**config.mk**
```make
export PLATFORM = sky130hd
export DESIGN_NAME = linear_interp_rate_converter_flat
export DESIGN_NICKNAME = d
export VERILOG_FILES = /design/src/sv/lirc_pkg.sv /design/src/sv/lirc_req_if.sv /design/src/sv/lirc_rsp_if.sv /design/src/sv/linear_interp_rate_converter.sv /design/src/flat_wrapper.sv
export VERILOG_INCLUDE_DIRS = /design/src /design/src/sv
export SDC_FILE = /design/constraint.sdc
export NUM_CORES = 2
export LEC_CHECK = 0
export BUFFER_PORTS_ARGS = -buffer_cell sky130_fd_sc_hd__buf_2
export CAP_MARGIN = 20
export CORE_ASPECT_RATIO = 1.5
export CORE_MARGIN = 1
export CORE_UTILIZATION = 43
export CTS_CLUSTER_DIAMETER = 150
export DETAILED_ROUTE_END_ITERATION = 10
export GPL_TIMING_DRIVEN = 0
export PLACE_DENSITY = 0.57
export REMOVE_ABC_BUFFERS = 1
export SYNTH_ARGS = -nofsm -noshare
export SYNTH_HDL_FRONTEND = slang
export SYNTH_SLANG_ARGS = --single-unit
```
**constraint.sdc**
```tcl
create_clock -name clock -period 9 [get_ports clock]
set_input_delay 0.45 -clock clock [delete_from_list [all_inputs] [get_ports clock]]
set_output_delay 0.45 -clock clock [all_outputs]
set_load 0.05 [all_outputs]
```
**src/sv/linear_interp_rate_converter_defines.svh**
```systemverilog
// Assertion macros shared by the rate converter RTL.
// Macros expect signals named clock and reset in the including scope.
`ifndef LINEAR_INTERP_RATE_CONVERTER_DEFINES_SVH
`define LINEAR_INTERP_RATE_CONVERTER_DEFINES_SVH

// Same-cycle implication, masked during reset.
`define LIRC_ASSERT_NOW(label, ante, cons) \
   label: assert property (@(posedge clock) disable iff (reset) (ante) |-> (cons)) \
      else $error("lirc same-cycle check failed");

// Next-cycle implication, masked during reset.
`define LIRC_ASSERT_NEXT(label, ante, cons) \
   label: assert property (@(posedge clock) disable iff (reset) (ante) |=> (cons)) \
      else $error("lirc next-cycle check failed");

`endif

```
**src/sv/lirc_pkg.sv**
```systemverilog
// Shared types and constants for the linear interpolation rate converter.
// No dependencies; used by the channel interfaces and the top level.
package lirc_pkg;

   // Field and datapath widths
   localparam int SAMPLE_BITS    = 16;
   localparam int RATE_BITS      = 16;
   localparam int STATUS_BITS    = 2;
   localparam int CHAN_BITS      = 2;
   localparam int POS_BITS       = 33;
   localparam int PROD_BITS      = 2 * RATE_BITS;
   localparam int MAX_CHANNELS   = 2;
   localparam int NUM_LANES      = 2;
   localparam int GCD_SHIFT_BITS = $clog2(RATE_BITS);

   // Result limit per request
   localparam int RESULT_LIMIT = 64;
   localparam int LIMIT_SHIFT  = $clog2(RESULT_LIMIT);
   localparam int COUNT_BITS   = LIMIT_SHIFT + 1;

   // Serial unit step counts
   localparam int DIV_STEPS = POS_BITS;
   localparam int MUL_STEPS = RATE_BITS;
   localparam int CNT_BITS  = $clog2(DIV_STEPS + 1);

   // CSR port
   localparam int CSR_INDEX_BITS = 2;
   localparam int CSR_DATA_BITS  = RATE_BITS;

   typedef logic [POS_BITS-1:0]    pos_type;
   typedef logic [PROD_BITS-1:0]   prod_type;
   typedef logic [RATE_BITS-1:0]   rate_type;
   typedef logic [SAMPLE_BITS-1:0] sample_type;
   typedef logic [COUNT_BITS-1:0]  count_type;
   typedef logic [CNT_BITS-1:0]    cnt_type;

   localparam logic [CSR_INDEX_BITS-1:0] REG_INPUT_RATE      = 2'd0;
   localparam logic [CSR_INDEX_BITS-1:0] REG_OUTPUT_RATE     = 2'd1;
   localparam logic [CSR_INDEX_BITS-1:0] REG_ACTIVE_CHANNELS = 2'd2;

   localparam rate_type               INPUT_RATE_RESET  = 16'd360;
   localparam rate_type               OUTPUT_RATE_RESET = 16'd360;
   localparam logic [CHAN_BITS-1:0]   ACTIVE_CH_RESET   = 2'd2;
   localparam rate_type               RATE_ONE          = 16'd1;

   localparam logic CMD_SAMPLE = 1'b0;
   localparam logic CMD_START  = 1'b1;

   localparam count_type RESULT_LIMIT_C = COUNT_BITS'(RESULT_LIMIT);
   localparam count_type RESULT_LAST_C  = COUNT_BITS'(RESULT_LIMIT - 1);
   localparam cnt_type   DIV_LAST_C     = CNT_BITS'(DIV_STEPS);
   localparam cnt_type   MUL_LAST_C     = CNT_BITS'(MUL_STEPS);

   typedef struct packed {
      logic                          command;
      logic signed [SAMPLE_BITS-1:0] chan0_sample;
      logic signed [SAMPLE_BITS-1:0] chan1_sample;
      logic [STATUS_BITS-1:0]        input_status;
   } req_type;

   typedef struct packed {
      logic signed [SAMPLE_BITS-1:0] chan0_value;
      logic signed [SAMPLE_BITS-1:0] chan1_value;
      logic [STATUS_BITS-1:0]        stream_status;
      logic                          last;
      logic                          dropped;
   } rsp_type;

endpackage

```
**src/sv/lirc_req_if.sv**
```systemverilog
// Request channel: valid/ready handshake carrying one lirc_pkg::req_type.
// Depends on lirc_pkg.
interface lirc_req_if;
   logic             valid;
   logic             ready;
   lirc_pkg::req_type payload;

   modport source (output valid, output payload, input ready);
   modport sink   (input valid, input payload, output ready);
endinterface

```
**src/sv/lirc_rsp_if.sv**
```systemverilog
// Result channel: valid/ready handshake carrying one lirc_pkg::rsp_type.
// Depends on lirc_pkg.
interface lirc_rsp_if;
   logic             valid;
   logic             ready;
   lirc_pkg::rsp_type payload;

   modport source (output valid, output payload, input ready);
   modport sink   (input valid, input payload, output ready);
endinterface

```
**src/sv/linear_interp_rate_converter.sv**
```systemverilog
// Top level of the linear interpolation sample-rate converter (two channels).
// Depends on lirc_pkg, lirc_req_if, lirc_rsp_if and the assertion macro header.
//
//   Channel    Dir  Handshake      Carries
//   req_chan   in   valid/ready    command, two samples, status
//   rsp_chan   out  valid/ready    two interpolated values, status, last, dropped
//   csr_*      in   write enable   input_rate, output_rate, active_channels
//
// A start request runs a binary gcd, three serial divisions and a serial multiply.
// The first vector after start is only stored, the second goes to the prep state and
// later ones pass through the wrap and advance states first; each result then takes,
// per lane, a serial multiply and a serial divide on shared units.
// An item with more than 64 results adds two serial divisions.
// Reset is synchronous; no clearing pass. A full result register stalls only the
// sequencer, and a new request is taken only once the sequencer is back in idle.
`include "linear_interp_rate_converter_defines.svh"

module linear_interp_rate_converter (
   input  logic                                  clock,
   input  logic                                  reset,
   lirc_req_if.sink                              req_chan,
   lirc_rsp_if.source                            rsp_chan,
   input  logic                                  csr_write_en,
   input  logic [lirc_pkg::CSR_INDEX_BITS-1:0]   csr_index,
   input  logic [lirc_pkg::CSR_DATA_BITS-1:0]    csr_wdata
);

   // Sequencer states
   localparam logic [3:0] ST_IDLE     = 4'd0;
   localparam logic [3:0] ST_GCD      = 4'd1;
   localparam logic [3:0] ST_RED_M    = 4'd2;
   localparam logic [3:0] ST_RED_N    = 4'd3;
   localparam logic [3:0] ST_MODMN    = 4'd4;
   localparam logic [3:0] ST_SPAN     = 4'd5;
   localparam logic [3:0] ST_WRAP     = 4'd6;
   localparam logic [3:0] ST_ADV      = 4'd7;
   localparam logic [3:0] ST_PREP     = 4'd8;
   localparam logic [3:0] ST_CHECK    = 4'd9;
   localparam logic [3:0] ST_MUL      = 4'd10;
   localparam logic [3:0] ST_IDIV     = 4'd11;
   localparam logic [3:0] ST_EMIT     = 4'd12;
   localparam logic [3:0] ST_SKIP_DIV = 4'd13;
   localparam logic [3:0] ST_FRAC_DIV = 4'd14;

   // Pair fill levels
   localparam logic [1:0] PRIMED_NONE = 2'd0;
   localparam logic [1:0] PRIMED_HALF = 2'd1;
   localparam logic [1:0] PRIMED_FULL = 2'd2;

   localparam int SB           = lirc_pkg::SAMPLE_BITS;
   localparam int RATE_BITS_P1 = lirc_pkg::RATE_BITS + 1;

   // Configuration registers
   lirc_pkg::rate_type                in_rate_ff, in_rate_in;
   lirc_pkg::rate_type                out_rate_ff, out_rate_in;
   logic [lirc_pkg::CHAN_BITS-1:0]    act_ff, act_in;

   // Sequencer and converter state
   logic [3:0]                        state_ff, state_in;
   lirc_pkg::cnt_type                 cnt_ff, cnt_in;
   logic [1:0]                        primed_ff, primed_in;
   lirc_pkg::rate_type                n_ff, n_in;
   lirc_pkg::rate_type                m_ff, m_in;
   lirc_pkg::rate_type                mmodn_ff, mmodn_in;
   lirc_pkg::rate_type                frac_ff, frac_in;
   lirc_pkg::prod_type                span_ff, span_in;
   lirc_pkg::pos_type                 in_pos_ff, in_pos_in;
   lirc_pkg::pos_type                 out_pos_ff, out_pos_in;
   lirc_pkg::count_type               count_ff, count_in;
   logic                              lost_ff, lost_in;
   logic                              lane_ff, lane_in;
   logic                              neg_ff, neg_in;
   logic [lirc_pkg::STATUS_BITS-1:0]  status_ff, status_in;
   lirc_pkg::sample_type              prev_ff [lirc_pkg::NUM_LANES];
   lirc_pkg::sample_type              prev_in [lirc_pkg::NUM_LANES];
   lirc_pkg::sample_type              cur_ff  [lirc_pkg::NUM_LANES];
   lirc_pkg::sample_type              cur_in  [lirc_pkg::NUM_LANES];
   lirc_pkg::sample_type              val_ff  [lirc_pkg::NUM_LANES];
   lirc_pkg::sample_type              val_in  [lirc_pkg::NUM_LANES];

   // GCD registers
   lirc_pkg::rate_type                ga_ff, ga_in;
   lirc_pkg::rate_type                gb_ff, gb_in;
   logic [lirc_pkg::GCD_SHIFT_BITS-1:0] gk_ff, gk_in;

   // Serial divider: dividend/quotient shift register, remainder, divisor
   lirc_pkg::pos_type                 dvd_ff, dvd_in;
   lirc_pkg::rate_type                rem_ff, rem_in;
   lirc_pkg::rate_type                dsr_ff, dsr_in;

   // Serial multiplier: shifting multiplicand, shifting multiplier, accumulator
   lirc_pkg::prod_type                mca_ff, mca_in;
   lirc_pkg::rate_type                mcb_ff, mcb_in;
   lirc_pkg::prod_type                acc_ff, acc_in;

   // Result register
   logic                              rsp_valid_ff, rsp_valid_in;
   lirc_pkg::rsp_type                 rsp_word_ff, rsp_word_in;

   // Combinational helpers
   logic                              rsp_load;
   logic [RATE_BITS_P1-1:0]           div_trial;
   logic [RATE_BITS_P1:0]             div_diff;
   logic                              div_ge;
   lirc_pkg::rate_type                div_rem_step;
   lirc_pkg::pos_type                 div_dvd_step;
   logic                              div_done;
   lirc_pkg::prod_type                mul_acc_step;
   logic                              mul_done;
   lirc_pkg::rate_type                in_rate_nz, out_rate_nz;
   lirc_pkg::rate_type                ga_minus, gb_minus;
   lirc_pkg::pos_type                 pos_gap, m_limit, out_next, skip_target;
   logic                              out_le_in;
   logic [RATE_BITS_P1-1:0]           frac_sum, frac_wrap;
   lirc_pkg::rate_type                frac_next;
   logic [SB:0]                       lane_diff [lirc_pkg::NUM_LANES];
   logic [SB:0]                       lane_mag  [lirc_pkg::NUM_LANES];
   logic                              lane_active [lirc_pkg::NUM_LANES];
   logic [SB:0]                       q_mag, q_signed, interp_sum;
   logic                              last_bit;

   assign req_chan.ready   = (state_ff == ST_IDLE);
   assign rsp_chan.valid   = rsp_valid_ff;
   assign rsp_chan.payload = rsp_word_ff;

   // CSR writes
   always_comb begin
      in_rate_in  = in_rate_ff;
      out_rate_in = out_rate_ff;
      act_in      = act_ff;
      if (csr_write_en) begin
         case (csr_index)
            lirc_pkg::REG_INPUT_RATE:      in_rate_in  = csr_wdata;
            lirc_pkg::REG_OUTPUT_RATE:     out_rate_in = csr_wdata;
            lirc_pkg::REG_ACTIVE_CHANNELS: act_in      = csr_wdata[lirc_pkg::CHAN_BITS-1:0];
            default: ;
         endcase
      end
   end

   // Datapath helpers: one divider step, one multiplier step, position compares
   always_comb begin
      in_rate_nz  = (in_rate_ff == '0) ? lirc_pkg::RATE_ONE : in_rate_ff;
      out_rate_nz = (out_rate_ff == '0) ? lirc_pkg::RATE_ONE : out_rate_ff;
      ga_minus    = ga_ff - gb_ff;
      gb_minus    = gb_ff - ga_ff;

      div_trial    = {rem_ff, dvd_ff[lirc_pkg::POS_BITS-1]};
      div_diff     = {1'b0, div_trial} - {2'b00, dsr_ff};
      div_ge       = !div_diff[RATE_BITS_P1];
      div_rem_step = div_ge ? div_diff[lirc_pkg::RATE_BITS-1:0]
                            : div_trial[lirc_pkg::RATE_BITS-1:0];
      div_dvd_step = {dvd_ff[lirc_pkg::POS_BITS-2:0], div_ge};
      div_done     = (cnt_ff == lirc_pkg::DIV_LAST_C);

      mul_acc_step = mcb_ff[0] ? (acc_ff + mca_ff) : acc_ff;
      mul_done     = (cnt_ff == lirc_pkg::MUL_LAST_C);

      pos_gap     = in_pos_ff - out_pos_ff;
      out_le_in   = (out_pos_ff <= in_pos_ff);
      m_limit     = lirc_pkg::pos_type'(m_ff) << lirc_pkg::LIMIT_SHIFT;
      out_next    = out_pos_ff + lirc_pkg::pos_type'(m_ff);
      skip_target = in_pos_ff - lirc_pkg::pos_type'(rem_ff) + lirc_pkg::pos_type'(m_ff);

      // frac tracks out_position mod n; each step adds m mod n
      frac_sum  = {1'b0, frac_ff} + {1'b0, mmodn_ff};
      frac_wrap = frac_sum - {1'b0, n_ff};
      frac_next = (frac_sum >= {1'b0, n_ff}) ? frac_wrap[lirc_pkg::RATE_BITS-1:0]
                                             : frac_sum[lirc_pkg::RATE_BITS-1:0];

      for (int k = 0; k < lirc_pkg::NUM_LANES; k++) begin
         lane_diff[k]   = {cur_ff[k][SB-1], cur_ff[k]} - {prev_ff[k][SB-1], prev_ff[k]};
         lane_mag[k]    = lane_diff[k][SB] ? (~lane_diff[k] + 1'b1) : lane_diff[k];
         lane_active[k] = (int'(act_ff) > k) && (k < lirc_pkg::MAX_CHANNELS);
      end

      // Signed quotient, truncated toward zero, added to the older sample
      q_mag      = dvd_ff[SB:0];
      q_signed   = neg_ff ? (~q_mag + 1'b1) : q_mag;
      interp_sum = {prev_ff[lane_ff][SB-1], prev_ff[lane_ff]} + q_signed;

      last_bit = (count_ff == lirc_pkg::RESULT_LAST_C) || (out_next > in_pos_ff);
   end

   // Sequencer
   always_comb begin
      state_in  = state_ff;
      cnt_in    = cnt_ff;
      primed_in = primed_ff;
      n_in      = n_ff;
      m_in      = m_ff;
      mmodn_in  = mmodn_ff;
      frac_in   = frac_ff;
      span_in   = span_ff;
      in_pos_in = in_pos_ff;
      out_pos_in = out_pos_ff;
      count_in  = count_ff;
      lost_in   = lost_ff;
      lane_in   = lane_ff;
      neg_in    = neg_ff;
      status_in = status_ff;
      prev_in   = prev_ff;
      cur_in    = cur_ff;
      val_in    = val_ff;
      ga_in     = ga_ff;
      gb_in     = gb_ff;
      gk_in     = gk_ff;
      dvd_in    = dvd_ff;
      rem_in    = rem_ff;
      dsr_in    = dsr_ff;
      mca_in    = mca_ff;
      mcb_in    = mcb_ff;
      acc_in    = acc_ff;
      rsp_load  = 1'b0;

      case (state_ff)
         ST_IDLE: begin
            if (req_chan.valid) begin
               if (req_chan.payload.command == lirc_pkg::CMD_START) begin
                  ga_in      = in_rate_nz;
                  gb_in      = out_rate_nz;
                  gk_in      = '0;
                  in_pos_in  = '0;
                  out_pos_in = '0;
                  frac_in    = '0;
                  primed_in  = PRIMED_NONE;
                  state_in   = ST_GCD;
               end else begin
                  status_in = req_chan.payload.input_status;
                  case (primed_ff)
                     PRIMED_NONE: begin
                        prev_in[0] = req_chan.payload.chan0_sample;
                        prev_in[1] = req_chan.payload.chan1_sample;
                        primed_in  = PRIMED_HALF;
                     end
                     PRIMED_HALF: begin
                        cur_in[0] = req_chan.payload.chan0_sample;
                        cur_in[1] = req_chan.payload.chan1_sample;
                        primed_in = PRIMED_FULL;
                        state_in  = ST_PREP;
                     end
                     default: begin
                        prev_in   = cur_ff;
                        cur_in[0] = req_chan.payload.chan0_sample;
                        cur_in[1] = req_chan.payload.chan1_sample;
                        state_in  = ST_WRAP;
                     end
                  endcase
               end
            end
         end

         // Binary gcd, one shift or subtract per cycle
         ST_GCD: begin
            if (ga_ff == gb_ff) begin
               dvd_in   = lirc_pkg::pos_type'(in_rate_nz);
               dsr_in   = ga_ff << gk_ff;
               rem_in   = '0;
               cnt_in   = '0;
               state_in = ST_RED_M;
            end else if (!ga_ff[0] && !gb_ff[0]) begin
               ga_in = ga_ff >> 1;
               gb_in = gb_ff >> 1;
               gk_in = gk_ff + 1'b1;
            end else if (!ga_ff[0]) begin
               ga_in = ga_ff >> 1;
            end else if (!gb_ff[0]) begin
               gb_in = gb_ff >> 1;
            end else if (ga_ff > gb_ff) begin
               ga_in = ga_minus >> 1;
            end else begin
               gb_in = gb_minus >> 1;
            end
         end

         // m = input_rate / g
         ST_RED_M: begin
            if (!div_done) begin
               dvd_in = div_dvd_step;
               rem_in = div_rem_step;
               cnt_in = cnt_ff + 1'b1;
            end else begin
               m_in     = dvd_ff[lirc_pkg::RATE_BITS-1:0];
               dvd_in   = lirc_pkg::pos_type'(out_rate_nz);
               rem_in   = '0;
               cnt_in   = '0;
               state_in = ST_RED_N;
            end
         end

         // n = output_rate / g
         ST_RED_N: begin
            if (!div_done) begin
               dvd_in = div_dvd_step;
               rem_in = div_rem_step;
               cnt_in = cnt_ff + 1'b1;
            end else begin
               n_in     = dvd_ff[lirc_pkg::RATE_BITS-1:0];
               dvd_in   = lirc_pkg::pos_type'(m_ff);
               dsr_in   = dvd_ff[lirc_pkg::RATE_BITS-1:0];
               rem_in   = '0;
               cnt_in   = '0;
               state_in = ST_MODMN;
            end
         end

         // m mod n for the incremental phase
         ST_MODMN: begin
            if (!div_done) begin
               dvd_in = div_dvd_step;
               rem_in = div_rem_step;
               cnt_in = cnt_ff + 1'b1;
            end else begin
               mmodn_in = rem_ff;
               mca_in   = lirc_pkg::prod_type'(m_ff);
               mcb_in   = n_ff;
               acc_in   = '0;
               cnt_in   = '0;
               state_in = ST_SPAN;
            end
         end

         // span = n * m
         ST_SPAN: begin
            if (!mul_done) begin
               acc_in = mul_acc_step;
               mca_in = mca_ff << 1;
               mcb_in = mcb_ff >> 1;
               cnt_in = cnt_ff + 1'b1;
            end else begin
               span_in  = acc_ff;
               state_in = ST_IDLE;
            end
         end

         ST_WRAP: begin
            if (in_pos_ff > lirc_pkg::pos_type'(span_ff)) begin
               in_pos_in  = in_pos_ff - lirc_pkg::pos_type'(span_ff);
               out_pos_in = out_pos_ff - lirc_pkg::pos_type'(span_ff);
            end
            state_in = ST_ADV;
         end

         ST_ADV: begin
            in_pos_in = in_pos_ff + lirc_pkg::pos_type'(n_ff);
            state_in  = ST_PREP;
         end

         // More than the limit pending when the gap reaches limit * m
         ST_PREP: begin
            lost_in  = out_le_in && (pos_gap >= m_limit);
            count_in = '0;
            state_in = ST_CHECK;
         end

         ST_CHECK: begin
            if (out_le_in && (count_ff != lirc_pkg::RESULT_LIMIT_C)) begin
               lane_in  = 1'b0;
               neg_in   = lane_diff[0][SB];
               mca_in   = lirc_pkg::prod_type'(lane_mag[0]);
               mcb_in   = frac_ff;
               acc_in   = '0;
               cnt_in   = '0;
               state_in = ST_MUL;
            end else if (out_le_in) begin
               dvd_in   = pos_gap;
               dsr_in   = m_ff;
               rem_in   = '0;
               cnt_in   = '0;
               state_in = ST_SKIP_DIV;
            end else begin
               state_in = ST_IDLE;
            end
         end

         // frac * |cur - prev|
         ST_MUL: begin
            if (!mul_done) begin
               acc_in = mul_acc_step;
               mca_in = mca_ff << 1;
               mcb_in = mcb_ff >> 1;
               cnt_in = cnt_ff + 1'b1;
            end else begin
               dvd_in   = lirc_pkg::pos_type'(acc_ff);
               dsr_in   = n_ff;
               rem_in   = '0;
               cnt_in   = '0;
               state_in = ST_IDIV;
            end
         end

         // product / n, then on to the next lane or the result
         ST_IDIV: begin
            if (!div_done) begin
               dvd_in = div_dvd_step;
               rem_in = div_rem_step;
               cnt_in = cnt_ff + 1'b1;
            end else begin
               val_in[lane_ff] = interp_sum[SB-1:0];
               if (!lane_ff) begin
                  lane_in  = 1'b1;
                  neg_in   = lane_diff[1][SB];
                  mca_in   = lirc_pkg::prod_type'(lane_mag[1]);
                  mcb_in   = frac_ff;
                  acc_in   = '0;
                  cnt_in   = '0;
                  state_in = ST_MUL;
               end else begin
                  state_in = ST_EMIT;
               end
            end
         end

         ST_EMIT: begin
            if (!rsp_valid_ff || rsp_chan.ready) begin
               rsp_load   = 1'b1;
               out_pos_in = out_next;
               frac_in    = frac_next;
               count_in   = count_ff + 1'b1;
               state_in   = ST_CHECK;
            end
         end

         // Skip dropped outputs: out = in - ((in - out) mod m) + m
         ST_SKIP_DIV: begin
            if (!div_done) begin
               dvd_in = div_dvd_step;
               rem_in = div_rem_step;
               cnt_in = cnt_ff + 1'b1;
            end else begin
               out_pos_in = skip_target;
               dvd_in     = skip_target;
               dsr_in     = n_ff;
               rem_in     = '0;
               cnt_in     = '0;
               state_in   = ST_FRAC_DIV;
            end
         end

         // Recover frac = out_position mod n after the skip
         ST_FRAC_DIV: begin
            if (!div_done) begin
               dvd_in = div_dvd_step;
               rem_in = div_rem_step;
               cnt_in = cnt_ff + 1'b1;
            end else begin
               frac_in  = rem_ff;
               state_in = ST_IDLE;
            end
         end

         default: state_in = ST_IDLE;
      endcase
   end

   // Result word and its valid flag
   always_comb begin
      rsp_word_in               = rsp_word_ff;
      rsp_valid_in              = rsp_valid_ff;
      if (rsp_load) begin
         rsp_word_in.chan0_value   = lane_active[0] ? val_ff[0] : '0;
         rsp_word_in.chan1_value   = lane_active[1] ? val_ff[1] : '0;
         rsp_word_in.stream_status = status_ff;
         rsp_word_in.last          = last_bit;
         rsp_word_in.dropped       = lost_ff;
         rsp_valid_in              = 1'b1;
      end else if (rsp_chan.ready) begin
         rsp_valid_in = 1'b0;
      end
   end

   // Control registers
   always_ff @(posedge clock) begin
      if (reset) begin
         in_rate_ff   <= lirc_pkg::INPUT_RATE_RESET;
         out_rate_ff  <= lirc_pkg::OUTPUT_RATE_RESET;
         act_ff       <= lirc_pkg::ACTIVE_CH_RESET;
         state_ff     <= ST_IDLE;
         cnt_ff       <= '0;
         primed_ff    <= PRIMED_NONE;
         n_ff         <= lirc_pkg::RATE_ONE;
         m_ff         <= lirc_pkg::RATE_ONE;
         mmodn_ff     <= '0;
         frac_ff      <= '0;
         span_ff      <= lirc_pkg::prod_type'(lirc_pkg::RATE_ONE);
         in_pos_ff    <= '0;
         out_pos_ff   <= '0;
         count_ff     <= '0;
         lost_ff      <= 1'b0;
         lane_ff      <= 1'b0;
         rsp_valid_ff <= 1'b0;
      end else begin
         in_rate_ff   <= in_rate_in;
         out_rate_ff  <= out_rate_in;
         act_ff       <= act_in;
         state_ff     <= state_in;
         cnt_ff       <= cnt_in;
         primed_ff    <= primed_in;
         n_ff         <= n_in;
         m_ff         <= m_in;
         mmodn_ff     <= mmodn_in;
         frac_ff      <= frac_in;
         span_ff      <= span_in;
         in_pos_ff    <= in_pos_in;
         out_pos_ff   <= out_pos_in;
         count_ff     <= count_in;
         lost_ff      <= lost_in;
         lane_ff      <= lane_in;
         rsp_valid_ff <= rsp_valid_in;
      end
   end

   // Payload and serial-unit registers
   always_ff @(posedge clock) begin
      neg_ff      <= neg_in;
      status_ff   <= status_in;
      prev_ff     <= prev_in;
      cur_ff      <= cur_in;
      val_ff      <= val_in;
      ga_ff       <= ga_in;
      gb_ff       <= gb_in;
      gk_ff       <= gk_in;
      dvd_ff      <= dvd_in;
      rem_ff      <= rem_in;
      dsr_ff      <= dsr_in;
      mca_ff      <= mca_in;
      mcb_ff      <= mcb_in;
      acc_ff      <= acc_in;
      rsp_word_ff <= rsp_word_in;
   end

   // Checks
   `LIRC_ASSERT_NOW(a_frac_below_n, 1'b1, frac_ff < n_ff)
   `LIRC_ASSERT_NOW(a_gcd_operands_nonzero, state_ff == ST_GCD, (ga_ff != '0) && (gb_ff != '0))
   `LIRC_ASSERT_NOW(a_idle_drained, (state_ff == ST_IDLE) && (primed_ff == PRIMED_FULL), out_pos_ff > in_pos_ff)
   `LIRC_ASSERT_NEXT(a_last_ends_burst, rsp_load && last_bit, (out_pos_ff > in_pos_ff) || (count_ff == lirc_pkg::RESULT_LIMIT_C))

endmodule
```
**src/flat_wrapper.sv**
```systemverilog
// flat-port wrapper written by rule: the top's interface ports become plain ports
module linear_interp_rate_converter_flat 
  (clock, reset, csr_write_en, csr_index, csr_wdata, req_chan_valid, req_chan_payload, req_chan_ready, rsp_chan_valid, rsp_chan_payload, rsp_chan_ready);
  lirc_req_if req_chan_i ();
  lirc_rsp_if rsp_chan_i ();
  input  logic clock;
  input  logic reset;
  input  logic csr_write_en;
  input  logic [lirc_pkg::CSR_INDEX_BITS-1:0] csr_index;
  input  logic [lirc_pkg::CSR_DATA_BITS-1:0] csr_wdata;
  input wire logic [$bits(req_chan_i.valid)-1:0] req_chan_valid;
  input wire logic [$bits(req_chan_i.payload)-1:0] req_chan_payload;
  output wire logic [$bits(req_chan_i.ready)-1:0] req_chan_ready;
  output wire logic [$bits(rsp_chan_i.valid)-1:0] rsp_chan_valid;
  output wire logic [$bits(rsp_chan_i.payload)-1:0] rsp_chan_payload;
  input wire logic [$bits(rsp_chan_i.ready)-1:0] rsp_chan_ready;
  assign req_chan_i.valid = req_chan_valid;
  assign req_chan_i.payload = req_chan_payload;
  assign req_chan_ready = req_chan_i.ready;
  assign rsp_chan_valid = rsp_chan_i.valid;
  assign rsp_chan_payload = rsp_chan_i.payload;
  assign rsp_chan_i.ready = rsp_chan_ready;
  linear_interp_rate_converter u_core (.clock(clock), .reset(reset), .req_chan(req_chan_i), .rsp_chan(rsp_chan_i), .csr_write_en(csr_write_en), .csr_index(csr_index), .csr_wdata(csr_wdata));
endmodule
```
# Word level (Yosys, flattened, before mapping)
# Cells that the tools add are included.
[word_totals]
reg_bits = 534
input_bits = 58
output_inout_bits = 38
wordCells = 327
[op_classes]
add_sub_neg = 22
magnitude_cmp = 10
eq_ne = 53
n_shift = 1
n_mux = 131
bitwise_logic = 7
reduce_logical = 62
[op_table]
columns = ["cell", "count"]
rows = [
  ["$mux W16", 43],
  ["$mux W33", 14],
  ["$mux W32", 11],
  ["$pmux W32 S4", 2],
  ["$pmux W33 S7", 1],
  ["$pmux W16 S5", 2],
  ["$pmux W33 S4", 1],
  ["$add A33 B16 Y33", 3],
  ["$pmux W33 S3", 1],
  ["$mux W4", 18],
  ["$sub A33 B32 Y33", 2],
  ["$pmux W16 S2", 2],
  ["$pmux W16 S4", 1],
  ["$pmux W32 S2", 1],
  ["$pmux W4 S15", 1],
  ["$mux W6", 9],
  ["$pmux W16 S3", 1],
  ["$sub A16 B16 Y16", 3],
  ["$pmux W6 S7", 1],
  ["$reduce_and A6 Y1", 7],
  ["$add A17 B1 Y17 const B", 2],
  ["$mux W17", 2],
  ["$not A17 Y17", 2],
  ["$sub A16 B16 Y17", 2],
  ["69 further kinds", 154],
]

# Depth between registers and ports, before layout
[depth]
word_depth = 7
ltp_mapped = 22
ltp_nobuf = 21

# Least setup slack after synthesis
# Ideal clock, no wire load.
[synth_timing]
path_kind = "reg2reg"
start = "register u_core.out_pos_ff[22]"
end = "register u_core.acc_ff[0], enable pin"
setup_ps = 391
arrival_ps = 5797
t_required_ps = 8609
path_slack_ps = 2812
stages_incl_launch_ff = 14
path_buffers = 1
synth_period_minus_slack_ps = 6188
cell_sequence = "dfxtp_1 > inv_1 > ha_1 > clkbuf_1 > a21oi_1 > o21ai_0 > o21ai_0 > a31oi_1 > o21ai_0 > o21ai_1 > a21oi_1 > or2_2 > a21oi_1 > o21a_1"
[synth_between]
elab_chain_cells = 4
[synth_rtl]
columns = ["item", "line_no", "text"]
rows = [
  ["start: declaration", "linear_interp_rate_converter.sv:68", "lirc_pkg::pos_type out_pos_ff, out_pos_in;"],
  ["start signal: assignment", "linear_interp_rate_converter.sv:505", "out_pos_ff <= out_pos_in;"],
  ["$le A33 B33 Y1", "linear_interp_rate_converter.sv:160", "out_le_in = (out_pos_ff <= in_pos_ff);"],
  ["$logic_and A1 B1 Y1", "linear_interp_rate_converter.sv:357", "if (out_le_in && (count_ff != lirc_pkg::RESULT_LIMIT_C)) begin"],
  ["$ne A2 B1 Y1 (no line)", "--", ""],
  ["$reduce_and A7 Y1 (no line)", "--", ""],
  ["end signal: assignment", "linear_interp_rate_converter.sv:528", "acc_ff <= acc_in;"],
  ["end: declaration", "linear_interp_rate_converter.sv:94", "lirc_pkg::prod_type acc_ff, acc_in;"],
]
# No other way between the ends.
# A chain may end at the register's enable or synchronous reset.

# Worst setup path after layout
[layout_timing]
start = "register u_core.m_ff[1]"
end = "register u_core.dvd_ff[32] (data pin)"
[layout_between]
elab_chain_cells = 3
[layout_rtl]
columns = ["item", "line_no", "text"]
rows = [
  ["start: declaration", "linear_interp_rate_converter.sv:63", "lirc_pkg::rate_type m_ff, m_in;"],
  ["start signal: assignment", "linear_interp_rate_converter.sv:482", "m_ff <= lirc_pkg::RATE_ONE;"],
  ["start signal: assignment", "linear_interp_rate_converter.sv:500", "m_ff <= m_in;"],
  ["$add A33 B16 Y33", "linear_interp_rate_converter.sv:163", "skip_target = in_pos_ff - lirc_pkg::pos_type'(rem_ff) + lirc_pkg::pos_type'(m_ff);"],
  ["$mux W33", "linear_interp_rate_converter.sv:426", "if (!div_done) begin"],
  ["$pmux W33 S7", "linear_interp_rate_converter.sv:216", "case (state_ff)"],
  ["end signal: assignment", "linear_interp_rate_converter.sv:523", "dvd_ff <= dvd_in;"],
  ["end: declaration", "linear_interp_rate_converter.sv:87", "lirc_pkg::pos_type dvd_ff, dvd_in;"],
]
# No other way between the ends.

==> results.rst <==
.. list-table::
   :header-rows: 1

   * - Metric
     - Value
   * - Run status
     - completed
   * - Number of buffers inserted by port buffering
     - 95
   * - Startpoint of the worst register-to-register path
     - u_core.m_ff[1]
   * - Final wirelength
     - ~160 mm
   * - Period utilization
     - 0.6251
   * - # rows
     - 141
   * - Final core area utilization
     - 0.4806
   * - Worst reg-to-reg path cell count
     - 14
   * - Count of flip-flops with a built-in enable after synthesis
     - 316
   * - Sink of the worst hold path
     - u_core.in_rate_ff[3]
   * - Skew final
     - 0.06814 ns
   * - Type of destination of the critical path
     - flip-flop
   * - Maximum number of pins on one net before global-route repair
     - slightly above 100
   * - Maximum Capacitance Violations
     - 0
   * - Hold/Removal Path Class
     - input pin to flip-flop
   * - Wire length of the first global-routing pass
     - approximately 240 mm
   * - Number of buffers created by CTS
     - 58
   * - Routed wire per std cell
     - around 25 µm
   * - Floorplan die area
     - roughly 0.1 mm²
   * - Die height
     - just under 400 µm
   * - Worst Path Max Fanout
     - 5
   * - RD Place Congestion
     - 0.9825
   * - Crit path max-delay cell type
     - sky130_fd_sc_hd__o21ai_0
   * - Leakage
     - between 0.015 and 0.02 µW
   * - Share of the yosys chip area belonging to registers
     - 0.3249
   * - Cell at the root of the clock tree
     - sky130_fd_sc_hd__clkbuf_16
   * - Vias after detailed routing
     - 39,150
   * - Largest family of logic cells by synthesized area
     - compound AO/OA/AOI/OAI gates
   * - Critical path cell sequence
     - inv_1, fa_1, inv_1, fa_1, a21oi_1, o21ai_0, a211o_1, a211oi_1, o21bai_1, o21ai_0, xnor2_1, nor2_1, a21oi_1, o21ai_0
   * - Count of unique library cells instantiated by Yosys
     - slightly below 100
   * - Share of cell area taken by muxes after synthesis
     - 0.02227
   * - Remaining number of nets flagged by the antenna check after routing
     - 0
   * - CTS max path bufs
     - 3
   * - Total placed cells including tap cells
     - 6,229
   * - Warning count from the yosys run
     - 0
   * - Worst R2R Setup Slack
     - about 3.4 ns
   * - Starting Density
     - 0.4331
   * - Count of non-filler cells in the finished layout
     - 6,383
   * - Number of H-tree branching levels
     - 2
   * - Final global-route overflow total
     - 0
   * - Initial antenna violation count
     - 6
   * - First-pass DRT Iterations
     - 8
   * - Depth of the worst hold-timing path
     - 3
   * - Worst Hold Slack
     - between 0.02 and 0.03 ns
   * - Global-route usage over all layers
     - 0.3122
   * - Clock latency of the later-clocked register in the worst-skew pair
     - 0.69 ns
   * - Number of remaining DRC errors
     - 0
   * - Number of sinks handled by clock tree synthesis
     - about 530
   * - TritonCTS clock tree
     - done
   * - Least setup slack across all paths after layout
     - 3.374 ns
   * - Final Hold Fails
     - 0
   * - Pre-CTS setup slack
     - between 3 and 4 ns
   * - Ratio of routed vias to standard cells
     - 6.134
   * - Setup crit start kind
     - flip-flop
   * - HPWL after detailed placement
     - between 100 and 150 mm
   * - Highest attainable clock frequency
     - around 180 MHz
   * - Setup repair after global routing missed its margin
     - false
   * - Fraction of post-synthesis cell area in the top cell type by area
     - 0.2226
   * - Most common library cell in the layout ignoring fill and taps
     - sky130_fd_sc_hd__nand2_1
   * - Fin crit period
     - 5.626 ns
   * - Clock Pin Slew Worst Setup and Hold Paths
     - 0.07 ns
   * - Top cells by area in the synthesized netlist
     - sky130_fd_sc_hd__edfxtp_1, sky130_fd_sc_hd__ha_1, sky130_fd_sc_hd__dfxtp_1
   * - I/O pin cnt
     - 96
   * - Share of cells above drive strength 1
     - 0.07265
   * - Complex-gate fraction of the synthesized area
     - 0.2431
   * - Post-synthesis share of cell area spent on full adders, half adders and majority gates
     - 0.1297
   * - Reg-to-Reg End
     - u_core.dvd_ff[32]
   * - Post-CTS Setup Repair Bufs
     - 0
   * - Average size of a mapped cell
     - 8.495 µm²
   * - Fraction of synthesized cell area in xor and xnor cells
     - 0.06365
   * - Most repeated library cell on the critical path
     - sky130_fd_sc_hd__o21ai_0
   * - Post-synthesis instance area
     - approximately 0.043 mm²
   * - Max Transition Viols Final
     - 0
   * - Arrival time worst endpoint
     - about 6.0 ns
   * - Cell taking the most area after synthesis
     - sky130_fd_sc_hd__edfxtp_1
   * - Initial detailed-routing violation count
     - 2,887
   * - Worst relative slew slack
     - 0.1828
   * - Min-delay src
     - csr_wdata[3]
   * - Measured slew at the worst slew-check pin
     - approximately 1.2 ns
   * - Via count of the first global-routing pass
     - 37,960
   * - Horizontal die dimension
     - between 200 and 300 µm
   * - Most used flip-flop cell after synthesis
     - sky130_fd_sc_hd__edfxtp_1
   * - Finish-stage setup viols
     - 0
   * - Area share of and/or/nand/nor cells after synthesis
     - 0.1659
   * - Critical Path Max Stage Delay
     - 0.81 ns
   * - Pwr per Cell Area
     - 307.6 mW/mm²
   * - Category of the most critical setup path
     - flip-flop to flip-flop
   * - Max VDD drop
     - roughly 230 µV
   * - Worst endpoint required time
     - between 9 and 10 ns
   * - Std-Cell Core Area
     - roughly 0.098 mm²
   * - Instance count of the mapped netlist
     - 5,019
   * - Async set-or-reset flop fraction in the synthesized netlist
     - 0
   * - Area added between synthesis and finish
     - 10.97%
   * - Final Net Count
     - between 5,000 and 6,000
   * - Most frequent cells in the layout
     - sky130_fd_sc_hd__nand2_1, sky130_fd_sc_hd__a21oi_1, sky130_fd_sc_hd__ha_1
   * - Seq cells post-synth
     - between 500 and 600
how the worst max path moves through the flow:
stage / from / end / slack (ns)
after global placement: u_core.state_ff[0] / u_core.acc_ff[28] / -2.70
after detailed placement: u_core.frac_ff[0] / u_core.frac_ff[7] / 3.54
after floorplan: u_core.state_ff[0] / u_core.acc_ff[0] / 1.84
after CTS: u_core.frac_ff[0] / u_core.frac_ff[7] / 3.48
final: u_core.m_ff[1] / u_core.dvd_ff[32] / 3.37
after global routing: u_core.frac_ff[0] / u_core.frac_ff[1] / 3.06
cell usage after synthesis (37+ instances only):
cell                       instances
sky130_fd_sc_hd__a211oi_1         49
sky130_fd_sc_hd__a21o_1          145
sky130_fd_sc_hd__a21oi_1         447
sky130_fd_sc_hd__a221oi_1         69
sky130_fd_sc_hd__a22oi_1          47
sky130_fd_sc_hd__a31oi_1          56
sky130_fd_sc_hd__and2_1           56
sky130_fd_sc_hd__and3_1           44
sky130_fd_sc_hd__clkbuf_1        195
sky130_fd_sc_hd__dfxtp_1         218
sky130_fd_sc_hd__edfxtp_1        316
sky130_fd_sc_hd__ha_1            393
sky130_fd_sc_hd__inv_1           353
sky130_fd_sc_hd__mux2_2           37
sky130_fd_sc_hd__mux2i_1          45
sky130_fd_sc_hd__nand2_1         559
sky130_fd_sc_hd__nand2b_1         45
sky130_fd_sc_hd__nand3_1         108
sky130_fd_sc_hd__nand4_1          48
sky130_fd_sc_hd__nor2_1          362
sky130_fd_sc_hd__nor2b_1          62
sky130_fd_sc_hd__nor3_1          116
sky130_fd_sc_hd__o21a_1           62
sky130_fd_sc_hd__o21ai_0         296
sky130_fd_sc_hd__o21bai_1         43
sky130_fd_sc_hd__xnor2_1         198
sky130_fd_sc_hd__xor2_1          110
critical path, delay by kind of cell, from the launching register on:
| kind | cells | cell delay [ns] |
|---|---|---|
| XOR/XNOR | 1 | 0.11 |
| flip-flops | 1 | 0.67 |
| adder cells (fa/ha/maj) | 2 | 1.08 |
| AND/OR/NAND/NOR | 1 | 0.31 |
| AO/OA/AOI/OAI | 8 | 2.62 |
| buffers and inverters | 2 | 0.48 |
per-stage QoR:
| step | cell area, µm² | setup TNS (ns) | total power, µW |
|---|---|---|---|
| after floorplan | 41820 | 0 | 9144 |
| after global placement | 43900 | -244.37 | 11540 |
| after detailed placement | 44820 | 0 | 11750 |
| after CTS | 47270 | 0 | 14430 |
| after global routing | 47300 | 0 | 15460 |
| final | 47310 | 0 | 14550 |
timing repair:
action                    4_1_cts  5_1_grt
hold endpoints to repair       42        0
hold buffers                   39        0
resized for setup               0        0
where the power goes:
part	leakage [µW]	switching [µW]	internal, µW
clock network	0.000993	1140	1460
logic	0.0135	5190	3150
registers	0.00465	508	3100
total	0.0192	6840	7720
metal layers:
layer	GRT usage	vias up	wire length [µm]
met4	0.2570	8	15360
li1	-	18490	-
met2	0.5211	1441	75130
met5	0	-	45
met1	0.3491	18680	59780
met3	0.04850	527	8868
state kept, by name (all words and copies together) (netlist names), 6 cells and up:
signal / cells
u_core.m_ff: 16
u_core.in_pos_ff: 33
u_core.out_rate_ff: 16
u_core.dsr_ff: 16
u_core.n_ff: 16
u_core.mca_ff: 32
u_core.mcb_ff: 16
u_core.in_rate_ff: 16
u_core.gb_ff: 16
u_core.val_ff: 32
u_core.mmodn_ff: 16
u_core.prev_ff: 32
u_core.out_pos_ff: 33
u_core.cur_ff: 32
u_core.rem_ff: 16
u_core.dvd_ff: 33
u_core.cnt_ff: 6
u_core.count_ff: 7
u_core.span_ff: 32
u_core.rsp_chan.payload: 36
u_core.frac_ff: 16
u_core.ga_ff: 16
u_core.acc_ff: 32
cell type report:
class / instances / area, µm²
diodes: 3 / 7.507
clock buffers: 71 / 1605
flip-flops and latches: 534 / 13850
clock inverters: 39 / 449.2
multi-input cells: 3915 / 26800
inverters: 355 / 1333
repair buffers: 179 / 1649
fillers: 9630 / 51130
well taps: 1287 / 1610
cells by family (layout without fill, tap and decap cells):
kind of cell | after synthesis | after routing
multiplexers | 86 | 86
AO/OA/AOI/OAI | 1571 | 1571
flip-flops | 534 | 534
XOR/XNOR | 309 | 309
buffers and inverters | 570 | 644
adder cells (fa/ha/maj) | 424 | 424
AND/OR/NAND/NOR | 1525 | 1525
other | 0 | 3
Power figures use the tool's default switching activity.
